**config.mk**
```make
export PLATFORM = sky130hd
export DESIGN_NAME = cpwc_mul
export DESIGN_NICKNAME = d
export VERILOG_FILES = /design/src/rtl/cpwc_pkg.sv /design/src/rtl/cpwc_mul.sv
export SDC_FILE = /design/constraint.sdc
export NUM_CORES = 2
export LEC_CHECK = 0
export BUFFER_PORTS_ARGS = -buffer_cell sky130_fd_sc_hd__buf_2
export CAP_MARGIN = 0
export CORE_MARGIN = 8
export CORE_UTILIZATION = 30
export CTS_BUF_LIST = sky130_fd_sc_hd__clkbuf_8 sky130_fd_sc_hd__clkbuf_16
export DETAILED_ROUTE_END_ITERATION = 7
export PLACE_DENSITY_LB_ADDON = 0.3
export SYNTH_ARGS = -nofsm -noshare
export SYNTH_HDL_FRONTEND = slang
export SYNTH_SLANG_ARGS = --single-unit
```
**constraint.sdc**
```tcl
create_clock -name clk -period 11.7 [get_ports clk]
set_input_delay 3.51 -clock clk [delete_from_list [all_inputs] [get_ports clk]]
set_output_delay 3.51 -clock clk [all_outputs]
set_load 0.005 [all_outputs]
```
**src/rtl/cpwc_pkg.sv**
```systemverilog
// cpwc_pkg: constants, types and helper functions of the cascaded wheel controller
// no dependencies; used by all rtl modules, not by the interfaces
package cpwc_pkg;

  localparam int TARGET_POSITION = 2500;
  localparam int MIN_PERIOD_MS   = 50;
  localparam int GOAL_TOLERANCE  = 10;
  localparam int VT_LIMIT        = 600;
  localparam int DRIVE_LIMIT     = 1023;
  localparam int INTEG_LIMIT     = 1000 * 65536;

  // integrator increment |ev| * ms * 8192 / 125 = 65 * n + n * 67 / 125
  // n * 67 / 125 is taken as (n * INC_RECIP) >> RCP_SHIFT, exact for n below 2^INC_N_W
  // from 2^INC_N_W up the increment alone is past twice the limit, so it saturates
  localparam int INC_N_W      = 21;
  localparam int INC_SAT_PROD = 2 ** INC_N_W;
  localparam int INC_RECIP    = 143881405;
  localparam int RCP_SHIFT    = 28;
  localparam int INC_SAT      = 2 * INTEG_LIMIT;

  localparam int GAIN_W = 24;
  localparam int NREG   = 8;
  localparam int IDX_W  = 3;
  localparam int MA_W   = 34;
  localparam int MB_W   = 24;
  localparam int MP_W   = MA_W + MB_W;
  localparam int DW     = 68;
  localparam int DVS_W  = 17;
  localparam int CNT_W  = 7;
  localparam int INT_W  = 28;
  localparam int ERR_W  = 33;

  localparam logic [1:0] CMD_START  = 2'd0;
  localparam logic [1:0] CMD_TICK   = 2'd1;
  localparam logic [1:0] CMD_FINISH = 2'd2;

  localparam logic [IDX_W-1:0] REG_POS_KP_A = 3'd0;
  localparam logic [IDX_W-1:0] REG_POS_KD_A = 3'd1;
  localparam logic [IDX_W-1:0] REG_POS_KP_B = 3'd2;
  localparam logic [IDX_W-1:0] REG_POS_KD_B = 3'd3;
  localparam logic [IDX_W-1:0] REG_VEL_KP_A = 3'd4;
  localparam logic [IDX_W-1:0] REG_VEL_KI_A = 3'd5;
  localparam logic [IDX_W-1:0] REG_VEL_KP_B = 3'd6;
  localparam logic [IDX_W-1:0] REG_VEL_KI_B = 3'd7;

  localparam logic [GAIN_W-1:0] CFG_RESET [NREG] = '{
    24'd196608, 24'd327680, 24'd0, 24'd0, 24'd0, 24'd0, 24'd196608, 24'd655
  };

  typedef enum logic [3:0] {
    ST_IDLE, ST_PREP, ST_MUL_P, ST_MUL_D, ST_X1000, ST_DIV_D, ST_VT, ST_MUL_I,
    ST_START_I, ST_DIV_I, ST_MUL_KP, ST_MUL_KI, ST_DRIVE, ST_OUT1, ST_OUT2, ST_FIN
  } state_t;

  typedef struct packed {
    logic             start;
    logic [DW-1:0]    dividend;
    logic [DVS_W-1:0] divisor;
  } div_req_t;

  function automatic logic [MA_W-1:0] abs34(input logic signed [MA_W-1:0] x);
    abs34 = x[MA_W-1] ? -x : x;
  endfunction

  // divide by 65536, rounding toward zero
  function automatic logic signed [63:0] tdiv16(input logic signed [63:0] x);
    logic [63:0] m;
    m = x[63] ? -x : x;
    m = m >> 16;
    tdiv16 = x[63] ? -$signed(m) : $signed(m);
  endfunction

  function automatic logic signed [63:0] sat64(input logic signed [63:0] x,
                                              input logic signed [63:0] lim);
    if (x > lim) sat64 = lim;
    else if (x < -lim) sat64 = -lim;
    else sat64 = x;
  endfunction

endpackage

```
**src/rtl/cpwc_mul.sv**
```systemverilog
// cpwc_mul: shared unsigned multiplier with registered product
// depends on cpwc_pkg
module cpwc_mul (
  input  logic                      clk,
  input  logic [cpwc_pkg::MA_W-1:0] a,
  input  logic [cpwc_pkg::MB_W-1:0] b,
  output logic [cpwc_pkg::MP_W-1:0] prod
);
  import cpwc_pkg::*;

  logic [MP_W-1:0] prod_r;

  always_ff @(posedge clk) begin
    prod_r <= MP_W'(a) * MP_W'(b);
  end

  assign prod = prod_r;
endmodule

```
# [Yosys cells after proc, flatten, opt, wreduce, memory -nomap -nowiden]
# Index checks and enable logic that the tools add are counted.
[word_totals] ff_bits=58 in_bits=59 out_inout_bits=58 elab_cells=2
[classes] multipliers=1
[ops] op="multiplier 34 x 24 -> 58 bit" n=1

# [Longest topological paths before layout]
[logic_depth] ltp_word=1 depth_mapped=28 depth_no_buf=25

# [Least setup slack after synthesis]
# OpenSTA, ideal clock, no wires.
[synth_path] kind="input-to-reg" startpoint="input b[3] in the netlist's numbering" endpoint="register prod_r[56] (netlist: prod[56])" setup_ns=0.121 arrival_ns=9.810 required_time_ns=11.579 path_slack_ns=1.769 path_stages=26 n_path_buf=3 path_cell_list="clkbuf_1 -> clkbuf_1 -> nand2_1 -> fa_1 -> inv_1 -> fa_1 -> inv_1 -> fa_1 -> fa_1 -> inv_1 -> fa_1 -> fa_1 -> inv_1 -> fa_1 -> inv_1 -> ha_1 -> buf_2 -> a21oi_1 -> o21ai_0 -> a221oi_2 -> o22ai_1 -> a2111oi_2 -> o41ai_2 -> a41oi_2 -> o21ai_2 -> xor2_1"
[synth_between] elab_chain_cells=1
[synth_lines] element="start: declaration" line="cpwc_mul.sv:6" text="input logic [cpwc_pkg::MB_W-1:0] b,"
[synth_lines] element="multiplier 34 x 24 -> 58 bit" line="cpwc_mul.sv:14" text="prod_r <= MP_W'(a) * MP_W'(b);"
[synth_lines] element="end signal: assignment" line="cpwc_mul.sv:14"
[synth_lines] element="end: declaration" line="cpwc_mul.sv:11" text="logic [MP_W-1:0] prod_r;"
# Every way passes these cells.

# [Worst setup path after layout]
[layout_path] startpoint="input b[0] in the netlist's numbering" endpoint="register prod_r[56] (netlist: prod[56])"
# Same word-level chain as after synthesis.

==> impl_metrics.toml <==
[logic_synthesis]
async_reset_ff_share_pct = 0
syn_avg_cell_area_um2 = 9.00
synth_edf_count = 0
synth-main-ff-cell = "dfxtp_1"
post-synth-top-count-cell = "inv_1"
ys_top_cells_by_count = "inv_1, fa_1, nand2_1"
yosys.area.top_type = "fa_1"
netlist_area_mm2 = 0.0276
yosys_register_bits = 58
postSynthCellCount = 3064
synth_nets = 4009
synth_top_area_share_pct = 51.0
synth_warnings = 0
yosysSeqAreaShare_pct = 4.21
synth_area_leaders = "fa_1, inv_1, and2_1, ha_1, nand2_1"
ys_types = 63

[timing]
tightest_slew_ps = 856
fin_crit_ps = 10740
rsz0062_at_grt = "no"
drv_slew = 0
final_hold_viol_count = 0
fin_tns_setup_ps = 0
max_freq_mhz = 93.1
fin_crit_sh_pct = 91.8
relSlewSlack_pct = 42.9
setup_violations = 0

[grt]
grt_usage_pct = 15.5
overflow = 0
grt_max_degree = 35
grt_first_pass_wirelength_um = 124000
grt_pass1_vias = 21800
antenna_found_initial = 8

[finish]
multiInputGateArea_mm2 = 0.0228
drive_gt1_share_pct = 5.88
finalInstanceArea_mm2 = 0.0295
largest_reg_flops = 58
final-seq-area_mm2 = 0.00116
fillers = 9695
fin_nets = 4001
area_growth_pct = 6.97

[drt]
drt_iter0_drc = 838
wl_um = 77800
vias_per_cell = 4.64
routedWlPerCell_um = 18.3
drc = 0
drt_pass1_iterations = 5
antenna_left = 0
num_vias = 19700

[setup_path]
crit_type = "in2reg"
cp_slowest_cell = "a2111oi_2"
required_ps = 11930
crit_fanout = 34
crit_path_end_kind = "flip-flop"
cp_common_cell = "fa_1"
critPathLaunchType = "primary input"
cp.arrival_ps = 10970
crit_chain = "buf_2, and2_1, fa_1, fa_1, inv_1, fa_1, fa_1, inv_1, fa_1, fa_1, inv_1, fa_1, inv_1, ha_1, a21oi_1, o21ai_0, a31oi_1, o22ai_1, a2111oi_2, o41ai_2, a41oi_2, o21ai_2, xor2_1"
slowest_delay_ps = 720

[clocking]
cts_root_buffer = "clkbuf_16"
cts_tree = "done"
cts_buffers = 9
clkSinkCount = 58
clk_path_buf_depth = 2
htree_levels = 3
ctsHoldBuffers = 0
cts_resized = 0
cts.clk_slew.worst_paths_ps = 50
postCtsSetupRepairBufs = 0

[placement]
dp_hpwl_um = 63800
routabilityCongestion = 0.822
place.port_buffers = 116
dpl-instance-area_mm2 = 0.0292

[floorplanning]
row_count = 111
start_util_pct = 30.2
core_mm2 = 0.0914
die_x_um = 319
fp.dieH_um = 319
io-pin-count = 117
die_area_mm2 = 0.102

[outcome]
status = "finished, final reports clean"

[worst_hold_path]
hold_class = "in2reg"

[run]
drv_cap = 0
[worst paths after layout]
check  from  endpoint  depth (start not counted)
max    b[0]  prod[56]                         23
min    b[0]   prod[0]                          2
[kinds of logic after synthesis]
logic type	count (synthesis)	share of synthesized area, %
DFF	58	4.21
buffers and inverters	940	13.0
and+or+nand+nor	952	17.5
adders and majority gates	886	59.3
xor gates and xnor gates	55	1.75
AOI/OAI and AO/OA	173	4.19
[layout by cell type, fill, tap and decap left out, types with 3 or more instances in the layout]
cell and instances:
o21ai_0 30, a21o_1 24, a21boi_0 5, a21oi_1 55
ha_1 184, nand3_1 7, nand4_1 16, a31oi_1 8
o21bai_1 9, o21a_1 3, o211ai_1 3, nand2_1 442
buf_2 116, fa_1 702, buf_4 29, nor2b_1 6
xnor2_1 34, nor2_1 25, clkbuf_16 9, a211oi_1 4
nor3_1 5, xor2_1 21, inv_1 777, a211o_1 3
dfxtp_1 58, and2_1 436
[cell type report]
type	instances	share of cell area [%]
flip-flops and latches	58	3.94
inverters	776	9.87
repair buffers	145	2.71
multi-input cells	2066	77.4
clock buffers	10	0.810
clock inverters	6	0.276
diodes	1	0.00848
well taps	1186	5.03
[metrics by stage]
step	hold WS, ps	cells	worst slack (ps)	util [%]
2_1_floorplan	3640	3064	1770	-
3_3_place_gp	3900	4231	809	31.9
3_5_place_dp	3890	4231	722	31.9
4_1_cts	3800	4247	1110	32.3
5_1_grt	3840	4247	741	32.3
6_report	3840	4248	958	32.3
[per-layer routing]
| layer | up-vias | track usage (%) | routed length (um) |
|---|---|---|---|
| li1 | 8747 | - | - |
| met1 | 10500 | 18.3 | 30400 |
| met2 | 402 | 29.4 | 42500 |
| met3 | 120 | 1.68 | 2580 |
| met4 | 0 | 4.14 | 2300 |
| met5 | - | 0 | 0 |
[worst max-delay path, delay by kind of cell]
family | cells | cell delay, ps
simple gates | 1 | 250
fa+ha+maj | 8 | 3860
compound gates | 8 | 2390
buf+inv | 5 | 780
xor+xnor | 1 | 140
Power is left out: the tool's default activity adds up to more than one toggle a clock period on the data nets, which glitch-free logic cannot reach.
