$ cat config.mk
export PLATFORM = sky130hd
export DESIGN_NAME = cpwc_div
export DESIGN_NICKNAME = d
export VERILOG_FILES = /design/src/rtl/cpwc_pkg.sv /design/src/rtl/cpwc_div.sv
export SDC_FILE = /design/constraint.sdc
export NUM_CORES = 1
export LEC_CHECK = 0
export BUFFER_PORTS_ARGS = -buffer_cell sky130_fd_sc_hd__buf_2
export CAP_MARGIN = 20
export CORE_ASPECT_RATIO = 1.4
export CORE_MARGIN = 4
export CORE_UTILIZATION = 50
export DETAILED_ROUTE_END_ITERATION = 6
export MAX_ROUTING_LAYER = met4
export PLACE_DENSITY_LB_ADDON = 0.2
export SYNTH_ARGS = -nofsm -noshare
export SYNTH_HDL_FRONTEND = slang
export SYNTH_SLANG_ARGS = --single-unit
$ cat constraint.sdc
create_clock -name clk -period 3.9 [get_ports clk]
set_input_delay 0.195 -clock clk [delete_from_list [all_inputs] [get_ports clk]]
set_output_delay 0.195 -clock clk [all_outputs]
set_load 0.05 [all_outputs]
$ cat src/rtl/cpwc_pkg.sv
// cpwc_pkg: constants, types and helper functions of the cascaded wheel controller
// no dependencies; used by all rtl modules, not by the interfaces
package cpwc_pkg;

  localparam int TARGET_POSITION = 2500;
  localparam int MIN_PERIOD_MS   = 50;
  localparam int GOAL_TOLERANCE  = 10;
  localparam int VT_LIMIT        = 600;
  localparam int DRIVE_LIMIT     = 1023;
  localparam int INTEG_LIMIT     = 1000 * 65536;

  // integrator increment |ev| * ms * 8192 / 125 = 65 * n + n * 67 / 125
  // n * 67 / 125 is taken as (n * INC_RECIP) >> RCP_SHIFT, exact for n below 2^INC_N_W
  // from 2^INC_N_W up the increment alone is past twice the limit, so it saturates
  localparam int INC_N_W      = 21;
  localparam int INC_SAT_PROD = 2 ** INC_N_W;
  localparam int INC_RECIP    = 143881405;
  localparam int RCP_SHIFT    = 28;
  localparam int INC_SAT      = 2 * INTEG_LIMIT;

  localparam int GAIN_W = 24;
  localparam int NREG   = 8;
  localparam int IDX_W  = 3;
  localparam int MA_W   = 34;
  localparam int MB_W   = 24;
  localparam int MP_W   = MA_W + MB_W;
  localparam int DW     = 68;
  localparam int DVS_W  = 17;
  localparam int CNT_W  = 7;
  localparam int INT_W  = 28;
  localparam int ERR_W  = 33;

  localparam logic [1:0] CMD_START  = 2'd0;
  localparam logic [1:0] CMD_TICK   = 2'd1;
  localparam logic [1:0] CMD_FINISH = 2'd2;

  localparam logic [IDX_W-1:0] REG_POS_KP_A = 3'd0;
  localparam logic [IDX_W-1:0] REG_POS_KD_A = 3'd1;
  localparam logic [IDX_W-1:0] REG_POS_KP_B = 3'd2;
  localparam logic [IDX_W-1:0] REG_POS_KD_B = 3'd3;
  localparam logic [IDX_W-1:0] REG_VEL_KP_A = 3'd4;
  localparam logic [IDX_W-1:0] REG_VEL_KI_A = 3'd5;
  localparam logic [IDX_W-1:0] REG_VEL_KP_B = 3'd6;
  localparam logic [IDX_W-1:0] REG_VEL_KI_B = 3'd7;

  localparam logic [GAIN_W-1:0] CFG_RESET [NREG] = '{
    24'd196608, 24'd327680, 24'd0, 24'd0, 24'd0, 24'd0, 24'd196608, 24'd655
  };

  typedef enum logic [3:0] {
    ST_IDLE, ST_PREP, ST_MUL_P, ST_MUL_D, ST_X1000, ST_DIV_D, ST_VT, ST_MUL_I,
    ST_START_I, ST_DIV_I, ST_MUL_KP, ST_MUL_KI, ST_DRIVE, ST_OUT1, ST_OUT2, ST_FIN
  } state_t;

  typedef struct packed {
    logic             start;
    logic [DW-1:0]    dividend;
    logic [DVS_W-1:0] divisor;
  } div_req_t;

  function automatic logic [MA_W-1:0] abs34(input logic signed [MA_W-1:0] x);
    abs34 = x[MA_W-1] ? -x : x;
  endfunction

  // divide by 65536, rounding toward zero
  function automatic logic signed [63:0] tdiv16(input logic signed [63:0] x);
    logic [63:0] m;
    m = x[63] ? -x : x;
    m = m >> 16;
    tdiv16 = x[63] ? -$signed(m) : $signed(m);
  endfunction

  function automatic logic signed [63:0] sat64(input logic signed [63:0] x,
                                              input logic signed [63:0] lim);
    if (x > lim) sat64 = lim;
    else if (x < -lim) sat64 = -lim;
    else sat64 = x;
  endfunction

endpackage

$ cat src/rtl/cpwc_div.sv
// cpwc_div: shared restoring divider, one quotient bit per cycle
// depends on cpwc_pkg
module cpwc_div (
  input  logic                    clk,
  input  logic                    rst_n,
  input  cpwc_pkg::div_req_t      req,
  output logic                    busy,
  output logic [cpwc_pkg::DW-1:0] quotient
);
  import cpwc_pkg::*;

  logic             busy_r;
  logic [CNT_W-1:0] cnt_r;
  logic [DW-1:0]    quo_r;
  logic [DVS_W-1:0] rem_r;
  logic [DVS_W-1:0] dvs_r;
  logic [DVS_W:0]   trial;
  logic             ge;

  always_comb begin
    trial = {rem_r, quo_r[DW-1]};
    ge    = trial >= {1'b0, dvs_r};
  end

  always_ff @(posedge clk) begin
    if (!rst_n) begin
      busy_r <= 1'b0;
      cnt_r  <= '0;
    end else if (req.start) begin
      busy_r <= 1'b1;
      cnt_r  <= CNT_W'(DW);
    end else if (busy_r) begin
      cnt_r <= cnt_r - 1'b1;
      if (cnt_r == CNT_W'(1)) busy_r <= 1'b0;
    end
  end

  always_ff @(posedge clk) begin
    if (req.start) begin
      quo_r <= req.dividend;
      rem_r <= '0;
      dvs_r <= req.divisor;
    end else if (busy_r) begin
      rem_r <= ge ? DVS_W'(trial - {1'b0, dvs_r}) : trial[DVS_W-1:0];
      quo_r <= {quo_r[DW-2:0], ge};
    end
  end

  assign busy     = busy_r;
  assign quotient = quo_r;
endmodule

---- Word level (Yosys, flattened, before mapping) ----
Cells that the tools add are included.
storage, ports and cells
  input bits .............................. 88
  word-level logic and storage cells ...... 21
  output and inout port bits .............. 69
  bits in registers ....................... 110
cells by class
  multiplexer cells ....................... 8
  eq/ne operators ......................... 1
  add/sub/neg operators ................... 2
  reduce and logical (&&, ||, !) cells .... 2
  $lt $le $gt $ge ......................... 1
  bitwise operators ....................... 1
operators with widths
  operator                                                               count
  68-bit two-way mux                                                     2
  18-bit by 17-bit greater-or-equal comparator with 1-bit output         1
  17-bit two-way mux                                                     1
  17-bit subtractor                                                      1
  7-bit two-way mux                                                      2
  7-bit by 1-bit equality test with 1-bit output, second input constant  1
  7-bit by 1-bit subtractor with 7-bit output, second input constant     1
  1-bit two-way mux                                                      3
  2-bit nonzero test                                                     1
  2-bit OR reduction                                                     1
  1-bit NOT                                                              1

---- Longest topological paths before layout ----
  depth in word-level cells ............... 4
  mapped depth ............................ 11
  depth with buffers taken out ............ 10

---- Worst setup path before layout ----
OpenSTA, ideal clock, no wires.
  path kind ............................... register to register
  from .................................... register busy_r, in the netlist busy
  to ...................................... register quo_r[0], in the netlist quotient[0] (enable)
  stages on the path, launching flop included .. 5
  setup slack ............................. 0.867 ns
  path buffers ............................ 2
  arrival time ............................ 2.605 ns
  library setup time ...................... 0.428 ns
  data required time ...................... 3.472 ns
  clock period less this slack ............ 3.033 ns
  path through ............................ dfxtp_1 > clkbuf_1 > inv_1 > clkbuf_1 > nand2_1
between the ends
  cells in the longest elaborated chain, start to end .. 1
RTL lines
  element                              line            source
  from (decl)                          cpwc_div.sv:12  logic busy_r;
  from (signal assigned)               cpwc_div.sv:27  busy_r <= 1'b0;
  from (signal assigned)               cpwc_div.sv:30  busy_r <= 1'b1;
  from (signal assigned)               cpwc_div.sv:34  if (cnt_r == CNT_W'(1)) busy_r <= 1'b0;
  2-bit nonzero test (no source line)  --
  to (signal assigned)                 cpwc_div.sv:40  quo_r <= req.dividend;
  to (signal assigned)                 cpwc_div.sv:45  quo_r <= {quo_r[DW-2:0], ge};
  to (decl)                            cpwc_div.sv:14  logic [DW-1:0] quo_r;
Every way passes these cells.
A chain may end at the register's enable or synchronous reset.

---- Final worst setup path ----
  from .................................... register quo_r[67], in the netlist quotient[67]
  to ...................................... register quo_r[0], in the netlist quotient[0], data pin
between the ends
  cells in the longest elaborated chain, start to end .. 3
RTL lines
  element                                                         line            source
  18-bit by 17-bit greater-or-equal comparator with 1-bit output  cpwc_div.sv:22  ge = trial >= {1'b0, dvs_r};
  68-bit two-way mux                                              cpwc_div.sv:43  end else if (busy_r) begin
  68-bit two-way mux                                              cpwc_div.sv:39  if (req.start) begin
Every way passes these cells. The select of a mux whose other input is x is not followed.

==> results.txt <==
The most common cell in the netlist is sky130_fd_sc_hd__edfxtp_1. The total negative slack is 0 ns. After synthesis, the cell types taking the most area are sky130_fd_sc_hd__edfxtp_1, sky130_fd_sc_hd__mux2_2, sky130_fd_sc_hd__dfxtp_1. Across the run, the number of max-cap violations was 0. The unique cell type count in the Yosys netlist is 59. The top-level I/O count is 157. The post-CTS setup-driven buffer insertion count came out at 0.

Input and output buffers added on the ports amount to 156. The final critical-path share of the clock period is 73.6%. CTS placed an instance of sky130_fd_sc_hd__clkbuf_16 at the clock tree root. The number of synthesized flops with an enable pin came out at 85. The via count came out at 4,272. Counting flops and latches in the post-synthesis netlist gives 110. The clock period minus final worst setup slack is 2.87 ns. Setup repair after global routing left no endpoint under its margin. The number of H-tree levels is 3. The first-pass iteration count of the detailed router came out at 4. For the pin with the worst max-slew slack, the measured transition is 0.870 ns. Entering global routing, the biggest net connects 57 pins. The number of standard-cell rows in the floorplan is 45. The global router's overall resource usage is 21.4%. The core occupancy in the finished layout is 62.2%.

The hold-fix buffer count after cts came out at 0. The post-route DRC violation count came out at 0. The run finished with clean final reports. The worst hold slack is 0.0238 ns. Summed over all layers, the global routing overflow is 0. Summing all multi-input logic gate instances after layout gives 2410 um^2.

The arrival time at the worst endpoint is 2.97 ns. The startpoint type of the worst setup path is a flip-flop. The number of non-filler instances in the completed layout came out at 750. The post-route netlist has 42.7% of its cells at a drive strength greater than 1. The highest clock frequency the design can meet is 349 MHz. After the first detailed-routing iteration, the DRC count stood at 175. The total count of hold-check failures in the final report was 0.

The global placement routability congestion is 0.872. The initial antenna violation count came out at 0. The quantity of gates resized following cts is 0.

The sequential cell area is 3050 um^2. The post-synthesis instance area is 5650 um^2. The power density over the cells came out at 468 nW/um^2. In the synthesized netlist, the cells that appear most often are sky130_fd_sc_hd__edfxtp_1, sky130_fd_sc_hd__mux2_2, sky130_fd_sc_hd__nor2_1.

The initial cell density of the core is 51.5%. The die width came out at 97.9 um. The final HPWL from detailed placement came out at 10.0 mm. The required time of the worst setup path came out at 4.00 ns. The average instance area after synthesis is 12.4 um^2. In the synthesized netlist the dominant register cell turns out to be sky130_fd_sc_hd__edfxtp_1.

The largest fanout on the critical path came out at 14. The async set-reset flop share out of synthesis came out at 0%. Once detail routing completed, the nets flagged for antenna violations numbered 0. The later pin in the worst-skew pair is clocked with a latency of 0.35 ns.

After floorplanning, the core was sized to cover 11,000 um^2. The longest clock path from root to sink contains 2 buffers. The floorplan step defined a die boundary enclosing 13,100 um^2. The net count after synthesis is 563. The number of sinks driven by the clock tree came out at 110.

TritonCTS built the clock tree. sky130_fd_sc_hd__edfxtp_1 takes more of the synthesized area than any other cell. Clock skew on the completed layout was measured at 0.00912 ns. The first-pass GRT wire length came out at 21.7 mm. The number of global-route vias before repair came out at 4,441. The clock-pin slew on the worst setup and hold paths came out at 0.08 ns. The CTS buffer count came out at 9. The number of cells in the design after placement is 734.

The total setup violations reported at the end of the flow is 0. The detail-routed via count per cell came out at 5.70. Wires add up to 13.5 mm. In this run the vertical extent of the chip is 134 um. The worst max-slew margin expressed relative to the limit came out at 41.8%. The final-report max-slew violation count came out at 0. From synthesis to final layout, the design area changed by 20.7%.

The antenna diode count came out at 0. The number of standard cells after synthesis is 455. The fraction of post-synthesis cell area in the top cell type by area came out at 45.1%. The worst-case vdd ir drop is 0.274 mV. The setup path with the least slack is of type reg -> reg. The sequential-to-total area share from yosys stat came out at 54.0%. The routed length per placed instance is 18.0 um. The net count of the finished layout is 712.

The static leakage is 2.87 nW. The Yosys warning count is 0. The classification of the worst-slack hold path is in -> reg. STA classifies the critical path endpoint as a flip-flop. The layout has 917 filler cells.
[placed cells by master (no fill, tap or decap), types with 3 or more instances in the layout]
| cell | instances |
|---|---|
| sky130_fd_sc_hd__buf_2 | 155 |
| sky130_fd_sc_hd__edfxtp_1 | 85 |
| sky130_fd_sc_hd__mux2_2 | 69 |
| sky130_fd_sc_hd__nor2_1 | 27 |
| sky130_fd_sc_hd__inv_1 | 25 |
| sky130_fd_sc_hd__dfxtp_1 | 25 |
| sky130_fd_sc_hd__nand2_1 | 22 |
| sky130_fd_sc_hd__ha_1 | 19 |
| sky130_fd_sc_hd__a21oi_1 | 16 |
| sky130_fd_sc_hd__nand3_1 | 14 |
| sky130_fd_sc_hd__xnor2_1 | 12 |
| sky130_fd_sc_hd__and3_1 | 11 |
| sky130_fd_sc_hd__clkbuf_16 | 9 |
| sky130_fd_sc_hd__o21ai_0 | 8 |
| sky130_fd_sc_hd__a311oi_1 | 8 |
| sky130_fd_sc_hd__nor3_1 | 6 |
| sky130_fd_sc_hd__a21o_1 | 6 |
| sky130_fd_sc_hd__a31oi_1 | 6 |
| sky130_fd_sc_hd__o21ai_1 | 6 |
| sky130_fd_sc_hd__nor4_1 | 5 |
| sky130_fd_sc_hd__buf_4 | 5 |
| sky130_fd_sc_hd__xor2_1 | 4 |
| sky130_fd_sc_hd__nor3b_1 | 3 |
| sky130_fd_sc_hd__nand2b_1 | 3 |
| sky130_fd_sc_hd__o21a_1 | 3 |
| sky130_fd_sc_hd__o2111ai_1 | 3 |
| sky130_fd_sc_hd__o31ai_1 | 3 |
[sequential cells by signal, indices dropped and copies added, names as in the netlist]
register,count
rem_r,17
busy,1
quotient,68
cnt_r,7
dvs_r,17
[report_power, final]
part / internal, mW / switching (mW)
logic: 0.276 / 0.574
registers: 1.40 / 0.0626
clock network: 0.443 / 0.438
total: 2.12 / 1.08
[final timing paths]
path	slack, ns	cells past startpoint	from	endpoint
max reg2reg	1.03	10	quotient[67]$_DFFE_PP_	quotient[0]$_DFFE_PP_
min reg2reg	0.50	2	cnt_r[1]$_SDFFE_PP0P_	cnt_r[1]$_SDFFE_PP0P_
max	1.03	10	quotient[67]$_DFFE_PP_	quotient[0]$_DFFE_PP_
min	0.02	1	req[15]	dvs_r[15]$_DFFE_PP_
[final cells by class]
cell class,instances,share of cell area [%]
clock inverter,7,0.843
inverter,25,1.37
timing repair buffer,160,11.9
tap,141,2.58
sequential,110,44.7
multi-input combinational,298,35.3
clock buffer,9,3.30
[metal layers]
layer | vias up | share of wire (%) | global-route usage [%]
met5 | - | 0 | -
li1 | 2022 | - | -
met4 | 0 | 1.9 | 8.39
met1 | 2062 | 39 | 24.0
met2 | 170 | 52 | 36.8
met3 | 18 | 7.2 | 4.94
[kinds of logic (layout without fill, tap and decap cells)]
group	Yosys count	after routing	share of synthesized area (%)
flip-flops	110	110	54.0
AND/OR/NAND/NOR	102	102	9.01
AO/OA/AOI/OAI	90	90	12.5
multiplexers	70	70	13.9
buffers and inverters	47	201	3.50
adder cells (fa/ha/maj)	20	20	4.56
XOR/XNOR	16	16	2.48
[metrics by stage]
| step | worst slack, ns | cell area (um^2) | power (mW) |
|---|---|---|---|
| 2_1_floorplan | 0.867 | 5650 | 2.12 |
| 3_3_place_gp | 1.11 | 6540 | 2.32 |
| 3_5_place_dp | 1.05 | 6540 | 2.34 |
| 4_1_cts | 1.04 | 6830 | 3.22 |
| 5_1_grt | 0.844 | 6830 | 3.34 |
| 6_report | 1.03 | 6830 | 3.19 |
[critical path, stage by stage (launching register included)]
cell	delay, ns
sky130_fd_sc_hd__edfxtp_1	0.38
sky130_fd_sc_hd__inv_1	0.09
sky130_fd_sc_hd__ha_1	0.16
sky130_fd_sc_hd__inv_1	0.05
sky130_fd_sc_hd__fa_1	0.39
sky130_fd_sc_hd__a21oi_1	0.34
sky130_fd_sc_hd__nor3_4	0.09
sky130_fd_sc_hd__o21bai_4	0.21
sky130_fd_sc_hd__a31o_2	0.40
sky130_fd_sc_hd__nand2_1	0.18
sky130_fd_sc_hd__mux2_2	0.31
Power figures use the tool's default switching activity.
